File: src/design/xed_pkg.sv
`default_nettype none
// ----------------------------------------------------------------------------
// xed_pkg
// Types, codes and entity tables shared by the XML entity decoder modules.
// ----------------------------------------------------------------------------
package xed_pkg;

    localparam int FQ_DEPTH  = 2;   // classified item queue
    localparam int RQ_DEPTH  = 2;   // result queue
    localparam int ENT_COUNT = 5;

    typedef enum logic [2:0] {
        MODE_PLAIN,
        MODE_NAMED,
        MODE_HASH,
        MODE_HEXSTART,
        MODE_HEX,
        MODE_DEC,
        MODE_SKIP,
        MODE_DRAIN
    } mode_t;

    // One input byte with its character class worked out
    typedef struct packed {
        logic [7:0] data;
        logic       last;
        logic       is_amp;
        logic       is_hash;
        logic       is_semi;
        logic       is_x;
        logic       is_dec;
        logic       is_hex;
        logic [3:0] digit;      // value of a decimal or hex digit
        logic       is_cont;    // UTF-8 continuation byte
        logic [1:0] lead_len;   // continuation bytes announced by a lead byte
    } item_t;

    typedef struct packed {
        logic [7:0] data;
        logic       has_byte;
        logic       end_of_text;
        logic       decode_error;
    } result_t;

    localparam logic [7:0] CH_AMP  = 8'h26;
    localparam logic [7:0] CH_HASH = 8'h23;
    localparam logic [7:0] CH_SEMI = 8'h3b;
    localparam logic [7:0] CH_X    = 8'h78;

    // Length of each named entity after the ampersand, semicolon included
    function automatic logic [2:0] ent_len(input logic [2:0] idx);
        logic [2:0] len;
        begin
            unique case (idx)
                3'd0:    len = 3'd4;   // amp;
                3'd1:    len = 3'd3;   // lt;
                3'd2:    len = 3'd3;   // gt;
                3'd3:    len = 3'd5;   // quot;
                3'd4:    len = 3'd5;   // apos;
                default: len = 3'd0;
            endcase
            return len;
        end
    endfunction

    function automatic logic [7:0] ent_val(input logic [2:0] idx);
        logic [7:0] val;
        begin
            unique case (idx)
                3'd0:    val = 8'h26;
                3'd1:    val = 8'h3c;
                3'd2:    val = 8'h3e;
                3'd3:    val = 8'h22;
                3'd4:    val = 8'h27;
                default: val = 8'h00;
            endcase
            return val;
        end
    endfunction

    function automatic logic [7:0] ent_char(input logic [2:0] idx, input logic [2:0] pos);
        logic [7:0] ch;
        begin
            ch = 8'h00;
            unique case (idx)
                3'd0:
                    unique case (pos)
                        3'd0:    ch = 8'h61;  // a
                        3'd1:    ch = 8'h6d;  // m
                        3'd2:    ch = 8'h70;  // p
                        3'd3:    ch = CH_SEMI;
                        default: ch = 8'h00;
                    endcase
                3'd1:
                    unique case (pos)
                        3'd0:    ch = 8'h6c;  // l
                        3'd1:    ch = 8'h74;  // t
                        3'd2:    ch = CH_SEMI;
                        default: ch = 8'h00;
                    endcase
                3'd2:
                    unique case (pos)
                        3'd0:    ch = 8'h67;  // g
                        3'd1:    ch = 8'h74;  // t
                        3'd2:    ch = CH_SEMI;
                        default: ch = 8'h00;
                    endcase
                3'd3:
                    unique case (pos)
                        3'd0:    ch = 8'h71;  // q
                        3'd1:    ch = 8'h75;  // u
                        3'd2:    ch = 8'h6f;  // o
                        3'd3:    ch = 8'h74;  // t
                        3'd4:    ch = CH_SEMI;
                        default: ch = 8'h00;
                    endcase
                3'd4:
                    unique case (pos)
                        3'd0:    ch = 8'h61;  // a
                        3'd1:    ch = 8'h70;  // p
                        3'd2:    ch = 8'h6f;  // o
                        3'd3:    ch = 8'h73;  // s
                        3'd4:    ch = CH_SEMI;
                        default: ch = 8'h00;
                    endcase
                default: ch = 8'h00;
            endcase
            return ch;
        end
    endfunction

endpackage
`default_nettype wire

File: src/design/xed_front.sv
`default_nettype none
// ----------------------------------------------------------------------------
// xed_front
// Accepts input bytes, classifies them and holds them in a short queue
// until the decode stage takes them.
// ----------------------------------------------------------------------------
module xed_front (
    input  wire logic           clk,
    input  wire logic           rst_n,
    input  wire logic [7:0]     in_byte,
    input  wire logic           in_last,
    input  wire logic           push,
    output logic                full,
    output xed_pkg::item_t      item,
    output logic                item_valid,
    input  wire logic           take
);

    xed_pkg::item_t cls;
    xed_pkg::item_t mem_reg [xed_pkg::FQ_DEPTH];
    logic           wr_ptr_reg, wr_ptr_next;
    logic           rd_ptr_reg, rd_ptr_next;
    logic [1:0]     cnt_reg, cnt_next;
    logic           wr_en;
    logic           rd_en;

    always_comb
    begin
        cls          = '0;
        cls.data     = in_byte;
        cls.last     = in_last;
        cls.is_amp   = (in_byte == xed_pkg::CH_AMP);
        cls.is_hash  = (in_byte == xed_pkg::CH_HASH);
        cls.is_semi  = (in_byte == xed_pkg::CH_SEMI);
        cls.is_x     = (in_byte == xed_pkg::CH_X);
        cls.is_dec   = (in_byte >= 8'h30) && (in_byte <= 8'h39);
        if (cls.is_dec)
        begin
            cls.is_hex = 1'b1;
            cls.digit  = 4'(in_byte - 8'h30);
        end
        else if ((in_byte >= 8'h41) && (in_byte <= 8'h46))
        begin
            cls.is_hex = 1'b1;
            cls.digit  = 4'(in_byte - 8'h37);
        end
        else if ((in_byte >= 8'h61) && (in_byte <= 8'h66))
        begin
            cls.is_hex = 1'b1;
            cls.digit  = 4'(in_byte - 8'h57);
        end
        cls.is_cont = ((in_byte & 8'hc0) == 8'h80);
        if ((in_byte & 8'he0) == 8'hc0)
            cls.lead_len = 2'd1;
        else if ((in_byte & 8'hf0) == 8'he0)
            cls.lead_len = 2'd2;
        else if ((in_byte & 8'hf8) == 8'hf0)
            cls.lead_len = 2'd3;
    end

    assign full       = (cnt_reg == 2'(xed_pkg::FQ_DEPTH));
    assign item_valid = (cnt_reg != 2'd0);
    assign item       = mem_reg[rd_ptr_reg];
    assign wr_en      = push && !full;
    assign rd_en      = take && item_valid;

    always_comb
    begin
        wr_ptr_next = wr_ptr_reg ^ wr_en;
        rd_ptr_next = rd_ptr_reg ^ rd_en;
        cnt_next    = cnt_reg + 2'(wr_en) - 2'(rd_en);
    end

    always_ff @(posedge clk)
    begin
        if (wr_en)
            mem_reg[wr_ptr_reg] <= cls;
    end

    always_ff @(posedge clk or negedge rst_n)
    begin
        if (!rst_n)
        begin
            wr_ptr_reg <= 1'b0;
            rd_ptr_reg <= 1'b0;
            cnt_reg    <= 2'd0;
        end
        else
        begin
            wr_ptr_reg <= wr_ptr_next;
            rd_ptr_reg <= rd_ptr_next;
            cnt_reg    <= cnt_next;
        end
    end

endmodule
`default_nettype wire

File: src/design/xed_back.sv
`default_nettype none
// ----------------------------------------------------------------------------
// xed_back
// Decode stage: runs the entity and UTF-8 state machine on one classified
// byte per cycle while the result queue has room, and writes results into it.
// ----------------------------------------------------------------------------
module xed_back (
    input  wire logic           clk,
    input  wire logic           rst_n,
    input  wire xed_pkg::item_t item,
    input  wire logic           item_valid,
    output logic                take,
    input  wire logic           res_full,
    output logic                res_wr,
    output xed_pkg::result_t    res
);

    xed_pkg::mode_t mode_reg, mode_next;
    logic [4:0]     cand_reg, cand_next;
    logic [2:0]     pos_reg, pos_next;
    logic [7:0]     val_reg, val_next;
    logic [1:0]     pend_reg, pend_next;

    logic       emit;
    logic       err;
    logic       silent;
    logic [7:0] v;
    logic [4:0] keep;
    logic [7:0] dec_acc;

    assign take    = item_valid && !res_full;
    assign dec_acc = 8'({val_reg, 3'b000}) + 8'({val_reg, 1'b0}) + 8'(item.digit);

    always_comb
    begin
        mode_next = mode_reg;
        cand_next = cand_reg;
        pos_next  = pos_reg;
        val_next  = val_reg;
        pend_next = pend_reg;
        emit      = 1'b0;
        err       = 1'b0;
        silent    = 1'b0;
        v         = 8'h00;
        keep      = 5'd0;
        res_wr    = 1'b0;
        res       = '0;

        unique case (mode_reg)
            xed_pkg::MODE_DRAIN:
            begin
                silent = 1'b1;
                if (item.last)
                    mode_next = xed_pkg::MODE_PLAIN;
            end
            xed_pkg::MODE_PLAIN:
            begin
                if ((pend_reg != 2'd0) && item.is_cont)
                begin
                    pend_next = pend_reg - 2'd1;
                    emit      = 1'b1;
                    v         = item.data;
                end
                else if (item.is_amp)
                begin
                    pend_next = 2'd0;
                    mode_next = xed_pkg::MODE_NAMED;
                    cand_next = 5'h1f;
                    pos_next  = 3'd0;
                end
                else
                begin
                    pend_next = item.lead_len;
                    emit      = 1'b1;
                    v         = item.data;
                end
            end
            xed_pkg::MODE_NAMED:
            begin
                if ((pos_reg == 3'd0) && item.is_hash)
                    mode_next = xed_pkg::MODE_HASH;
                else
                begin
                    for (int i = 0; i < xed_pkg::ENT_COUNT; i++)
                    begin
                        if (cand_reg[i] && (pos_reg < xed_pkg::ent_len(3'(i)))
                            && (xed_pkg::ent_char(3'(i), pos_reg) == item.data))
                        begin
                            keep[i] = 1'b1;
                            if (pos_reg + 3'd1 == xed_pkg::ent_len(3'(i)))
                            begin
                                emit = 1'b1;
                                v    = xed_pkg::ent_val(3'(i));
                            end
                        end
                    end
                    pos_next  = pos_reg + 3'd1;
                    cand_next = keep;
                    if (emit || item.is_semi)
                    begin
                        mode_next = xed_pkg::MODE_PLAIN;
                        cand_next = 5'd0;
                        pos_next  = 3'd0;
                    end
                    else if (keep == 5'd0)
                        mode_next = xed_pkg::MODE_SKIP;
                end
            end
            xed_pkg::MODE_SKIP:
            begin
                if (item.is_semi)
                    mode_next = xed_pkg::MODE_PLAIN;
            end
            xed_pkg::MODE_HASH:
            begin
                if (item.is_dec)
                begin
                    val_next  = {4'd0, item.digit};
                    mode_next = xed_pkg::MODE_DEC;
                end
                else if (item.is_x)
                begin
                    val_next  = 8'h00;
                    mode_next = xed_pkg::MODE_HEXSTART;
                end
                else if (item.is_semi)
                begin
                    mode_next = xed_pkg::MODE_PLAIN;
                    emit      = !item.last;
                end
                else
                    err = 1'b1;
            end
            xed_pkg::MODE_HEXSTART:
            begin
                if (item.is_hex)
                begin
                    val_next  = {4'd0, item.digit};
                    mode_next = xed_pkg::MODE_HEX;
                end
                else if (item.is_semi)
                begin
                    if (item.last)
                        err = 1'b1;
                    else
                    begin
                        mode_next = xed_pkg::MODE_PLAIN;
                        emit      = 1'b1;
                    end
                end
                else
                    err = 1'b1;
            end
            xed_pkg::MODE_HEX:
            begin
                if (item.is_hex)
                    val_next = {val_reg[3:0], item.digit};
                else if (item.is_semi)
                begin
                    mode_next = xed_pkg::MODE_PLAIN;
                    emit      = 1'b1;
                    v         = val_reg;
                end
                else
                    err = 1'b1;
            end
            xed_pkg::MODE_DEC:
            begin
                if (item.is_dec)
                    val_next = dec_acc;
                else if (item.is_semi)
                begin
                    mode_next = xed_pkg::MODE_PLAIN;
                    emit      = 1'b1;
                    v         = val_reg;
                end
                else
                    err = 1'b1;
            end
            default:
            begin
                silent    = 1'b1;
                mode_next = xed_pkg::MODE_PLAIN;
            end
        endcase

        // A string may only end in plain mode with no open UTF-8 sequence
        if (!silent && !err && item.last
            && ((mode_next != xed_pkg::MODE_PLAIN) || (pend_next != 2'd0)))
            err = 1'b1;

        if (!silent && (err || item.last))
        begin
            mode_next = (err && !item.last) ? xed_pkg::MODE_DRAIN : xed_pkg::MODE_PLAIN;
            cand_next = 5'd0;
            pos_next  = 3'd0;
            val_next  = 8'h00;
            pend_next = 2'd0;
        end
        else if (silent && item.last)
        begin
            cand_next = 5'd0;
            pos_next  = 3'd0;
            val_next  = 8'h00;
            pend_next = 2'd0;
        end

        if (!silent)
        begin
            if (err)
            begin
                res_wr           = take;
                res.end_of_text  = 1'b1;
                res.decode_error = 1'b1;
            end
            else if (item.last || emit)
            begin
                res_wr          = take;
                res.data        = emit ? v : 8'h00;
                res.has_byte    = emit;
                res.end_of_text = item.last;
            end
        end
    end

    always_ff @(posedge clk or negedge rst_n)
    begin
        if (!rst_n)
        begin
            mode_reg <= xed_pkg::MODE_PLAIN;
            cand_reg <= 5'd0;
            pos_reg  <= 3'd0;
            val_reg  <= 8'h00;
            pend_reg <= 2'd0;
        end
        else if (take)
        begin
            mode_reg <= mode_next;
            cand_reg <= cand_next;
            pos_reg  <= pos_next;
            val_reg  <= val_next;
            pend_reg <= pend_next;
        end
    end

endmodule
`default_nettype wire

File: src/design/xed_outq.sv
`default_nettype none
// ----------------------------------------------------------------------------
// xed_outq
// Result queue: holds decoded results until the receiver pops them.
// ----------------------------------------------------------------------------
module xed_outq (
    input  wire logic             clk,
    input  wire logic             rst_n,
    input  wire logic             res_wr,
    input  wire xed_pkg::result_t res,
    output logic                  res_full,
    output logic [7:0]            out_byte,
    output logic                  has_byte,
    output logic                  end_of_text,
    output logic                  decode_error,
    output logic                  empty,
    input  wire logic             pop
);

    xed_pkg::result_t mem_reg [xed_pkg::RQ_DEPTH];
    xed_pkg::result_t head;
    logic             wr_ptr_reg, wr_ptr_next;
    logic             rd_ptr_reg, rd_ptr_next;
    logic [1:0]       cnt_reg, cnt_next;
    logic             wr_en;
    logic             rd_en;

    assign res_full     = (cnt_reg == 2'(xed_pkg::RQ_DEPTH));
    assign empty        = (cnt_reg == 2'd0);
    assign head         = mem_reg[rd_ptr_reg];
    assign out_byte     = head.data;
    assign has_byte     = head.has_byte;
    assign end_of_text  = head.end_of_text;
    assign decode_error = head.decode_error;
    assign wr_en        = res_wr && !res_full;
    assign rd_en        = pop && !empty;

    always_comb
    begin
        wr_ptr_next = wr_ptr_reg ^ wr_en;
        rd_ptr_next = rd_ptr_reg ^ rd_en;
        cnt_next    = cnt_reg + 2'(wr_en) - 2'(rd_en);
    end

    always_ff @(posedge clk)
    begin
        if (wr_en)
            mem_reg[wr_ptr_reg] <= res;
    end

    always_ff @(posedge clk or negedge rst_n)
    begin
        if (!rst_n)
        begin
            wr_ptr_reg <= 1'b0;
            rd_ptr_reg <= 1'b0;
            cnt_reg    <= 2'd0;
        end
        else
        begin
            wr_ptr_reg <= wr_ptr_next;
            rd_ptr_reg <= rd_ptr_next;
            cnt_reg    <= cnt_next;
        end
    end

endmodule
`default_nettype wire

File: src/design/xml_entity_decoder.sv
`default_nettype none
// ----------------------------------------------------------------------------
// xml_entity_decoder
// Decodes XML character entities and references in a byte stream.
// ----------------------------------------------------------------------------
// Input side is a queue write port: present in_byte/in_last with push; the
// byte is taken on a clock edge where push is high and full is low. in_last
// marks the final byte of a string.
// Result side is a queue read port: while empty is low the oldest result sits
// on out_byte/has_byte/end_of_text/decode_error; pop takes it.
// Each byte gives zero or one result. An accepted byte is held in the
// classify queue; the decode stage takes it from there and writes its result
// into the result queue, whose oldest entry drives the output ports.
// Throughput is one byte per cycle while the result queue has room; the
// decode state machine updates once per byte and sets that figure.
// A two-entry queue sits on each side of the decode stage, so a stalled
// receiver fills the result queue first, then the input queue, and full rises.
// On an error an end result with decode_error is sent and the rest of the
// string is dropped up to its final byte.
// Reset empties both queues and returns the decoder to plain text mode.
// ----------------------------------------------------------------------------
module xml_entity_decoder (
    input  wire logic       clk,
    input  wire logic       rst_n,
    input  wire logic [7:0] in_byte,
    input  wire logic       in_last,
    input  wire logic       push,
    output logic            full,
    output logic [7:0]      out_byte,
    output logic            has_byte,
    output logic            end_of_text,
    output logic            decode_error,
    output logic            empty,
    input  wire logic       pop
);

    xed_pkg::item_t   item;
    logic             item_valid;
    logic             take;
    logic             res_full;
    logic             res_wr;
    xed_pkg::result_t res;

    xed_front u_front (
        .clk        (clk),
        .rst_n      (rst_n),
        .in_byte    (in_byte),
        .in_last    (in_last),
        .push       (push),
        .full       (full),
        .item       (item),
        .item_valid (item_valid),
        .take       (take)
    );

    xed_back u_back (
        .clk        (clk),
        .rst_n      (rst_n),
        .item       (item),
        .item_valid (item_valid),
        .take       (take),
        .res_full   (res_full),
        .res_wr     (res_wr),
        .res        (res)
    );

    xed_outq u_outq (
        .clk          (clk),
        .rst_n        (rst_n),
        .res_wr       (res_wr),
        .res          (res),
        .res_full     (res_full),
        .out_byte     (out_byte),
        .has_byte     (has_byte),
        .end_of_text  (end_of_text),
        .decode_error (decode_error),
        .empty        (empty),
        .pop          (pop)
    );

    // Decode stage consumes only queued bytes
    a_take_valid: assert property (@(posedge clk) disable iff (!rst_n)
        take |-> item_valid)
        else $error("decode stage took a byte from an empty queue");

    // Results are never written into a full result queue
    a_no_overflow: assert property (@(posedge clk) disable iff (!rst_n)
        res_wr |-> !res_full)
        else $error("result written while result queue full");

    // An error result always closes the string and carries no byte
    a_err_end: assert property (@(posedge clk) disable iff (!rst_n)
        (res_wr && res.decode_error) |-> (res.end_of_text && !res.has_byte))
        else $error("error result without end of text");

    // A result without a byte shows a zero byte
    a_zero_byte: assert property (@(posedge clk) disable iff (!rst_n)
        (!empty && !has_byte) |-> (out_byte == 8'h00))
        else $error("nonzero out_byte without has_byte");

endmodule
`default_nettype wire

File: config.mk
export PLATFORM = sky130hd
export DESIGN_NAME = xml_entity_decoder
export DESIGN_NICKNAME = d
export VERILOG_FILES = /design/src/design/xed_pkg.sv /design/src/design/xed_front.sv /design/src/design/xed_back.sv /design/src/design/xed_outq.sv /design/src/design/xml_entity_decoder.sv
export SDC_FILE = /design/constraint.sdc
export NUM_CORES = 1
export LEC_CHECK = 0
export BUFFER_PORTS_ARGS = -buffer_cell sky130_fd_sc_hd__buf_2
export CAP_MARGIN = 20
export CORE_MARGIN = 5
export CORE_UTILIZATION = 45
export DETAILED_ROUTE_END_ITERATION = 8
export GPL_TIMING_DRIVEN = 0
export SLEW_MARGIN = 20
export SYNTH_ARGS = -nofsm -noshare
export SYNTH_HDL_FRONTEND = slang
export SYNTH_HIERARCHICAL = 1
export SYNTH_SLANG_ARGS = --single-unit
export TNS_END_PERCENT = 100
File: constraint.sdc
create_clock -name clk -period 4.1 [get_ports clk]
set_input_delay 0 -clock clk [delete_from_list [all_inputs] [get_ports clk]]
set_output_delay 0 -clock clk [all_outputs]
set_load 0.02 [all_outputs]
Word level (Yosys, flattened, before mapping)
Memories as Yosys holds them, arrays and structs flattened.
Index checks and enable logic that the tools add are counted.
Widths: inputs -> output; s select.
{"block": "totals", "latch_bits": 0, "memories": 2, "input_bits": 13, "mem_bits_ro": 0, "ramBits": 66, "ff_bits": 29}
{"memory": "u_front.mem_reg", "depth": 2, "word_bits": 22, "read_ports": 1, "rd_ports_with_merged_regs": 0, "wr": 1, "line_no": "xed_front.sv:20", "text": "xed_pkg::item_t mem_reg [xed_pkg::FQ_DEPTH];"}
{"memory": "u_outq.mem_reg", "depth": 2, "word_bits": 11, "read_ports": 1, "rd_ports_with_merged_regs": 0, "wr": 1, "line_no": "xed_outq.sv:20", "text": "xed_pkg::result_t mem_reg [xed_pkg::RQ_DEPTH];"}
{"block": "op_classes", "reduce_logical": 48, "shifts": 0, "order_cmp": 9, "add_sub_neg": 11, "n_bitwise": 4, "eq_ne": 38, "muxes": 173, "div_mod_pow": 0, "multipliers": 0}
{"operator": "$mux 8", "count": 37}
{"operator": "$mux 3", "count": 43}
{"operator": "$pmux 7 s5", "count": 2}
{"operator": "$pmux 8 s4", "count": 2}
{"operator": "$mux 1", "count": 60}
{"operator": "$mux 5", "count": 9}
{"operator": "$pmux 7 s3", "count": 2}
{"operator": "$eq 8x8->1", "count": 5}
{"operator": "$pmux 7 s4", "count": 1}
{"operator": "$logic_and 1x1->1", "count": 26}
{"operator": "$eq 8x6->1 const B", "count": 3}
{"operator": "$pmux 3 s8", "count": 1}
{"operator": "$eq 3x3->1 const B", "count": 6}
{"operator": "$ge 8x7->1 const B", "count": 2}
{"operator": "$le 8x7->1 const B", "count": 2}
{"operator": "$mux 2", "count": 8}
{"operator": "$ne 4x2->1 const B", "count": 4}
{"operator": "$eq 3x3->1", "count": 5}
{"operator": "$eq 3x2->1 const B", "count": 4}
{"operator": "$mux 11", "count": 1}
{"operator": "$mux 10", "count": 1}
{"operator": "$pmux 5 s2", "count": 1}
{"operator": "$lt 3x3->1", "count": 3}
{"operator": "$mux 9", "count": 1}
{"operator": "other kinds (33)", "count": 54}

Depth between registers and ports, before layout
{"block": "depth", "word_depth": 38, "ltp_mapped": 18, "mapped_depth_nobuf": 16}

By module
Netlist, hierarchy kept.
{"module": "xed_back", "n_inst": 1, "seq_area_each_um2": 525.5, "area_per_inst_um2": 2628.8, "cells_per_inst": 326}
{"module": "xed_front", "n_inst": 1, "seq_area_each_um2": 1421.4, "area_per_inst_um2": 2097.0, "cells_per_inst": 126}
{"module": "xed_outq", "n_inst": 1, "seq_area_each_um2": 760.7, "area_per_inst_um2": 1048.5, "cells_per_inst": 54}

Worst setup path before layout
Ideal clock, no wire load.
{"block": "synth_path", "path_type": "reg2reg", "startpoint": "register u_front.rd_ptr_reg", "endpoint": "register u_outq.cnt_reg[1]", "synth_period_minus_slack_ns": 3.801, "setup_time_ns": 0.123, "path_stages_with_launch": 18, "t_arrival_ns": 3.678, "setup_slack_ns": 0.299, "cell_sequence": "dfrtp_1 -> buf_1 -> mux2_2 -> clkbuf_1 -> xnor2_1 -> nand4_1 -> or4_1 -> nor3b_1 -> nor2_1 -> nand2_1 -> a211o_1 -> o211a_1 -> nand2_1 -> ha_1 -> inv_1 -> ha_1 -> xnor2_1 -> xnor2_1"}
{"element": "from (decl)", "line_no": "xed_front.sv:22", "text": "logic rd_ptr_reg, rd_ptr_next;"}
{"element": "from (signal assigned)", "line_no": "xed_front.sv:91", "text": "rd_ptr_reg <= rd_ptr_next;"}
{"element": "to (signal assigned)", "line_no": "xed_outq.sv:63", "text": "cnt_reg <= cnt_next;"}
{"element": "to (decl)", "line_no": "xed_outq.sv:24", "text": "logic [1:0] cnt_reg, cnt_next;"}

==> impl_metrics.json <==
{
  "critPathMaxFanout": 10,
  "grt_setup_unrepaired": "no",
  "core_area_um2": 12600,
  "rr_startpoint": "u_front/rd_ptr_reg",
  "cts_htree_levels": 3,
  "cp-end-kind": "flip-flop",
  "place.port_buffers": 25,
  "wl_per_cell_um": 18.1,
  "area_delta_synth_final_pct": 13.7,
  "placement_rows": 41,
  "grt_max_degree": 30,
  "timing.fmax_ghz": 0.264,
  "place_congestion": 0.869,
  "final.setup.tns_ns": 0,
  "power_mw": 4.80,
  "holdCritPathClass": "in -> reg",
  "avgSynthCellArea_um2": 11.4,
  "multi_input_area_um2": 2900,
  "first_global_vias": 4185,
  "start_util_pct": 45.8,
  "nets": 596,
  "finalClockSkew_ns": 0.00767,
  "synth_area_um2": 5770,
  "maxSlewHeadroom_pct": 27.3,
  "min_period_ns": 3.79,
  "die_width_um": 123,
  "routed_wl_um": 13200,
  "synth_edf_count": 66,
  "path_buf_inv": 3,
  "drive_gt1_share_pct": 22.3,
  "cts.sinks": 95,
  "clkLatencyLatePin_ns": 0.35,
  "diodes": 0,
  "final_cell_mix": "edfxtp_1, nor2_1, mux2_2",
  "antenna_found_initial": 0,
  "drt_pass1_iterations": 5,
  "vias_per_cell": 5.71,
  "min_path_cells": 5,
  "tightest_slew_ns": 1.08,
  "r2r_cells": 17,
  "finalMaxSlewViolations": 0,
  "p_leak_nw": 2.62,
  "crit_type": "reg -> reg",
  "ys_seq_elements": 95,
  "clk_pin_slew_worst_paths_ns": 0.06,
  "boundaryPins": 26,
  "largest_register_ffs": 44,
  "startpoint_type": "flip-flop",
  "status": "finished, final reports clean",
  "vias": 4158,
  "grt_usage_pct": 18.4,
  "dp_hpwl_um": 9380,
  "p_per_area_nw_per_um2": 732,
  "ys_warn_count": 6,
  "fp.dieH_um": 123,
  "cts_buffers": 9,
  "drt_iter0_drc": 320,
  "grt_overflow": 0,
  "layout_commonest_cell": "edfxtp_1",
  "rr_endpoint": "u_outq/cnt_reg[1]",
  "setup_violations": 0,
  "post-route-drc-count": 0,
  "maxCapViolations": 0,
  "synth-async-reset-ratio_pct": 30.5,
  "cts-root-buf": "clkbuf_16",
  "critPathMaxStageDelay_ns": 0.56,
  "crit_required_ns": 4.37,
  "drtAntennaViolNets": 0,
  "synth_fp_nets": 551,
  "cp_top_family": "simple AND/OR/NAND/NOR gates",
  "dominantRegCellSynth": "edfxtp_1",
  "synthCells": 506,
  "ys_seq_area_share_pct": 46.9,
  "cp.arrival_ns": 4.06,
  "path_cells": "buf_6 -> mux2_2 -> buf_2 -> nor4bb_2 -> a31oi_1 -> or4_4 -> nor3b_2 -> nor2_1 -> nand2_1 -> a211o_1 -> o211a_1 -> nand2_1 -> ha_1 -> inv_1 -> ha_1 -> xnor2_1 -> xnor2_1",
  "postLayoutCoreUtil_pct": 52.0,
  "min_to": "u_front/wr_ptr_reg",
  "hp-start": "push",
  "die-area_um2": 15200,
  "critPathSlowestCell": "or4_4",
  "r2r_setup_slack_ns": 0.31,
  "cts_tree": "built",
  "fin_crit_sh_pct": 92.5,
  "seqCellArea_um2": 2710,
  "synth_cell_types": 79,
  "fillers": 1187,
  "grt_pass1_wl_um": 21400,
  "hold_viol": 0,
  "vdd_drop_max_v": 0.000619,
  "clk_path_buf_depth": 2
}
==> kinds of logic (layout without fill, tap and decap cells) <==
kind of cell | after synthesis | after routing | synth area share [%]
flip-flops | 95 | 95 | 46.9
AND/OR/NAND/NOR | 145 | 145 | 14.3
AO/OA/AOI/OAI | 111 | 111 | 14.5
XOR/XNOR | 23 | 23 | 3.49
adder cells (fa/ha/maj) | 32 | 32 | 7.19
multiplexers | 48 | 48 | 9.79
buffers and inverters | 52 | 102 | 3.81
==> worst register-to-register path, stage by stage (launching register included) <==
cell and delay [ns]:
dfrtp_2 0.44, buf_6 0.18, mux2_2 0.34, buf_2 0.21
nor4bb_2 0.28, a31oi_1 0.07, or4_4 0.56, nor3b_2 0.23
nor2_1 0.10, nand2_1 0.15, a211o_1 0.16, o211a_1 0.18
nand2_1 0.06, ha_1 0.27, inv_1 0.04, ha_1 0.18
xnor2_1 0.17, xnor2_1 0.14
==> through the flow <==
step | std cells | area (um2) | hold slack [ns] | worst slack [ns]
6_report | 728 | 6560 | 0.0441 | 0.306
2_1_floorplan | 506 | 5770 | -0.296 | 0.299
3_3_place_gp | 703 | 6110 | 0.0907 | -0.495
4_1_cts | 727 | 6500 | 0.0313 | 0.0303
3_5_place_dp | 703 | 6110 | 0.108 | -0.563
5_1_grt | 728 | 6560 | 0.0683 | 0.0107
==> how the worst max path moves through the flow <==
| stage | from | to | slack (ns) | cells past startpoint |
|---|---|---|---|---|
| 2_1_floorplan | u_front/rd_ptr_reg | u_outq/cnt_reg[1] | 0.30 | 17 |
| 3_3_place_gp | u_front/rd_ptr_reg | u_outq/mem_reg[0][5] | -0.49 | 13 |
| 3_5_place_dp | u_front/rd_ptr_reg | u_outq/mem_reg[1][4] | -0.56 | 13 |
| 4_1_cts | u_front/rd_ptr_reg | u_outq/cnt_reg[1] | 0.03 | 17 |
| 5_1_grt | u_back/pos_reg[0] | u_outq/cnt_reg[1] | 0.01 | 18 |
| 6_report | u_front/rd_ptr_reg | u_outq/cnt_reg[1] | 0.31 | 17 |
==> report_power, final <==
part	internal (mW)	total [mW]	switching (mW)
combinational	1.02	2.46	1.44
sequential	1.42	1.58	0.152
clock	0.427	0.763	0.336
==> per-layer routing <==
metal  wire [um]  vias to the layer above  part of all wire, %  GRT usage (%)
met1        5980                     2065                   45           24.1
met4         419                        0                  3.2           8.72
met2        6190                       92                   47           29.5
met3         559                       25                  4.3           3.29
met5           0                        -                    0              0
li1            -                     1976                    -              -
==> Yosys cell counts, types with 10 or more instances <==
master	instances	area, um2
a21oi_1	19	95.1
a22oi_1	10	75.1
clkbuf_1	13	48.8
dfrtp_1	29	726
edfxtp_1	66	1980
ha_1	30	375
inv_1	28	105
mux2_2	32	360
nand2_1	26	97.6
nor2_1	34	128
nor3_1	11	55.1
o21ai_0	11	55.1
xnor2_1	17	149
==> final cells by class <==
class	instances	share of cell area [%]
sequential	95	41.3
tap	172	3.28
clock buffer	13	3.81
multi-input combinational	359	44.2
timing repair buffer	38	3.81
clock inverter	3	0.305
inverter	28	1.60
buffer	20	1.73
==> timing repair <==
action / CTS / global route
hold endpoints to repair: 48 / 0
hold buffers: 11 / 0
pin swaps: 1 / 2
setup buffers: 0 / 2
gates resized for setup: 8 / 12
endpoints found under the setup margin: 25 / 24
No activity file was read; power rests on OpenSTA's default activity.
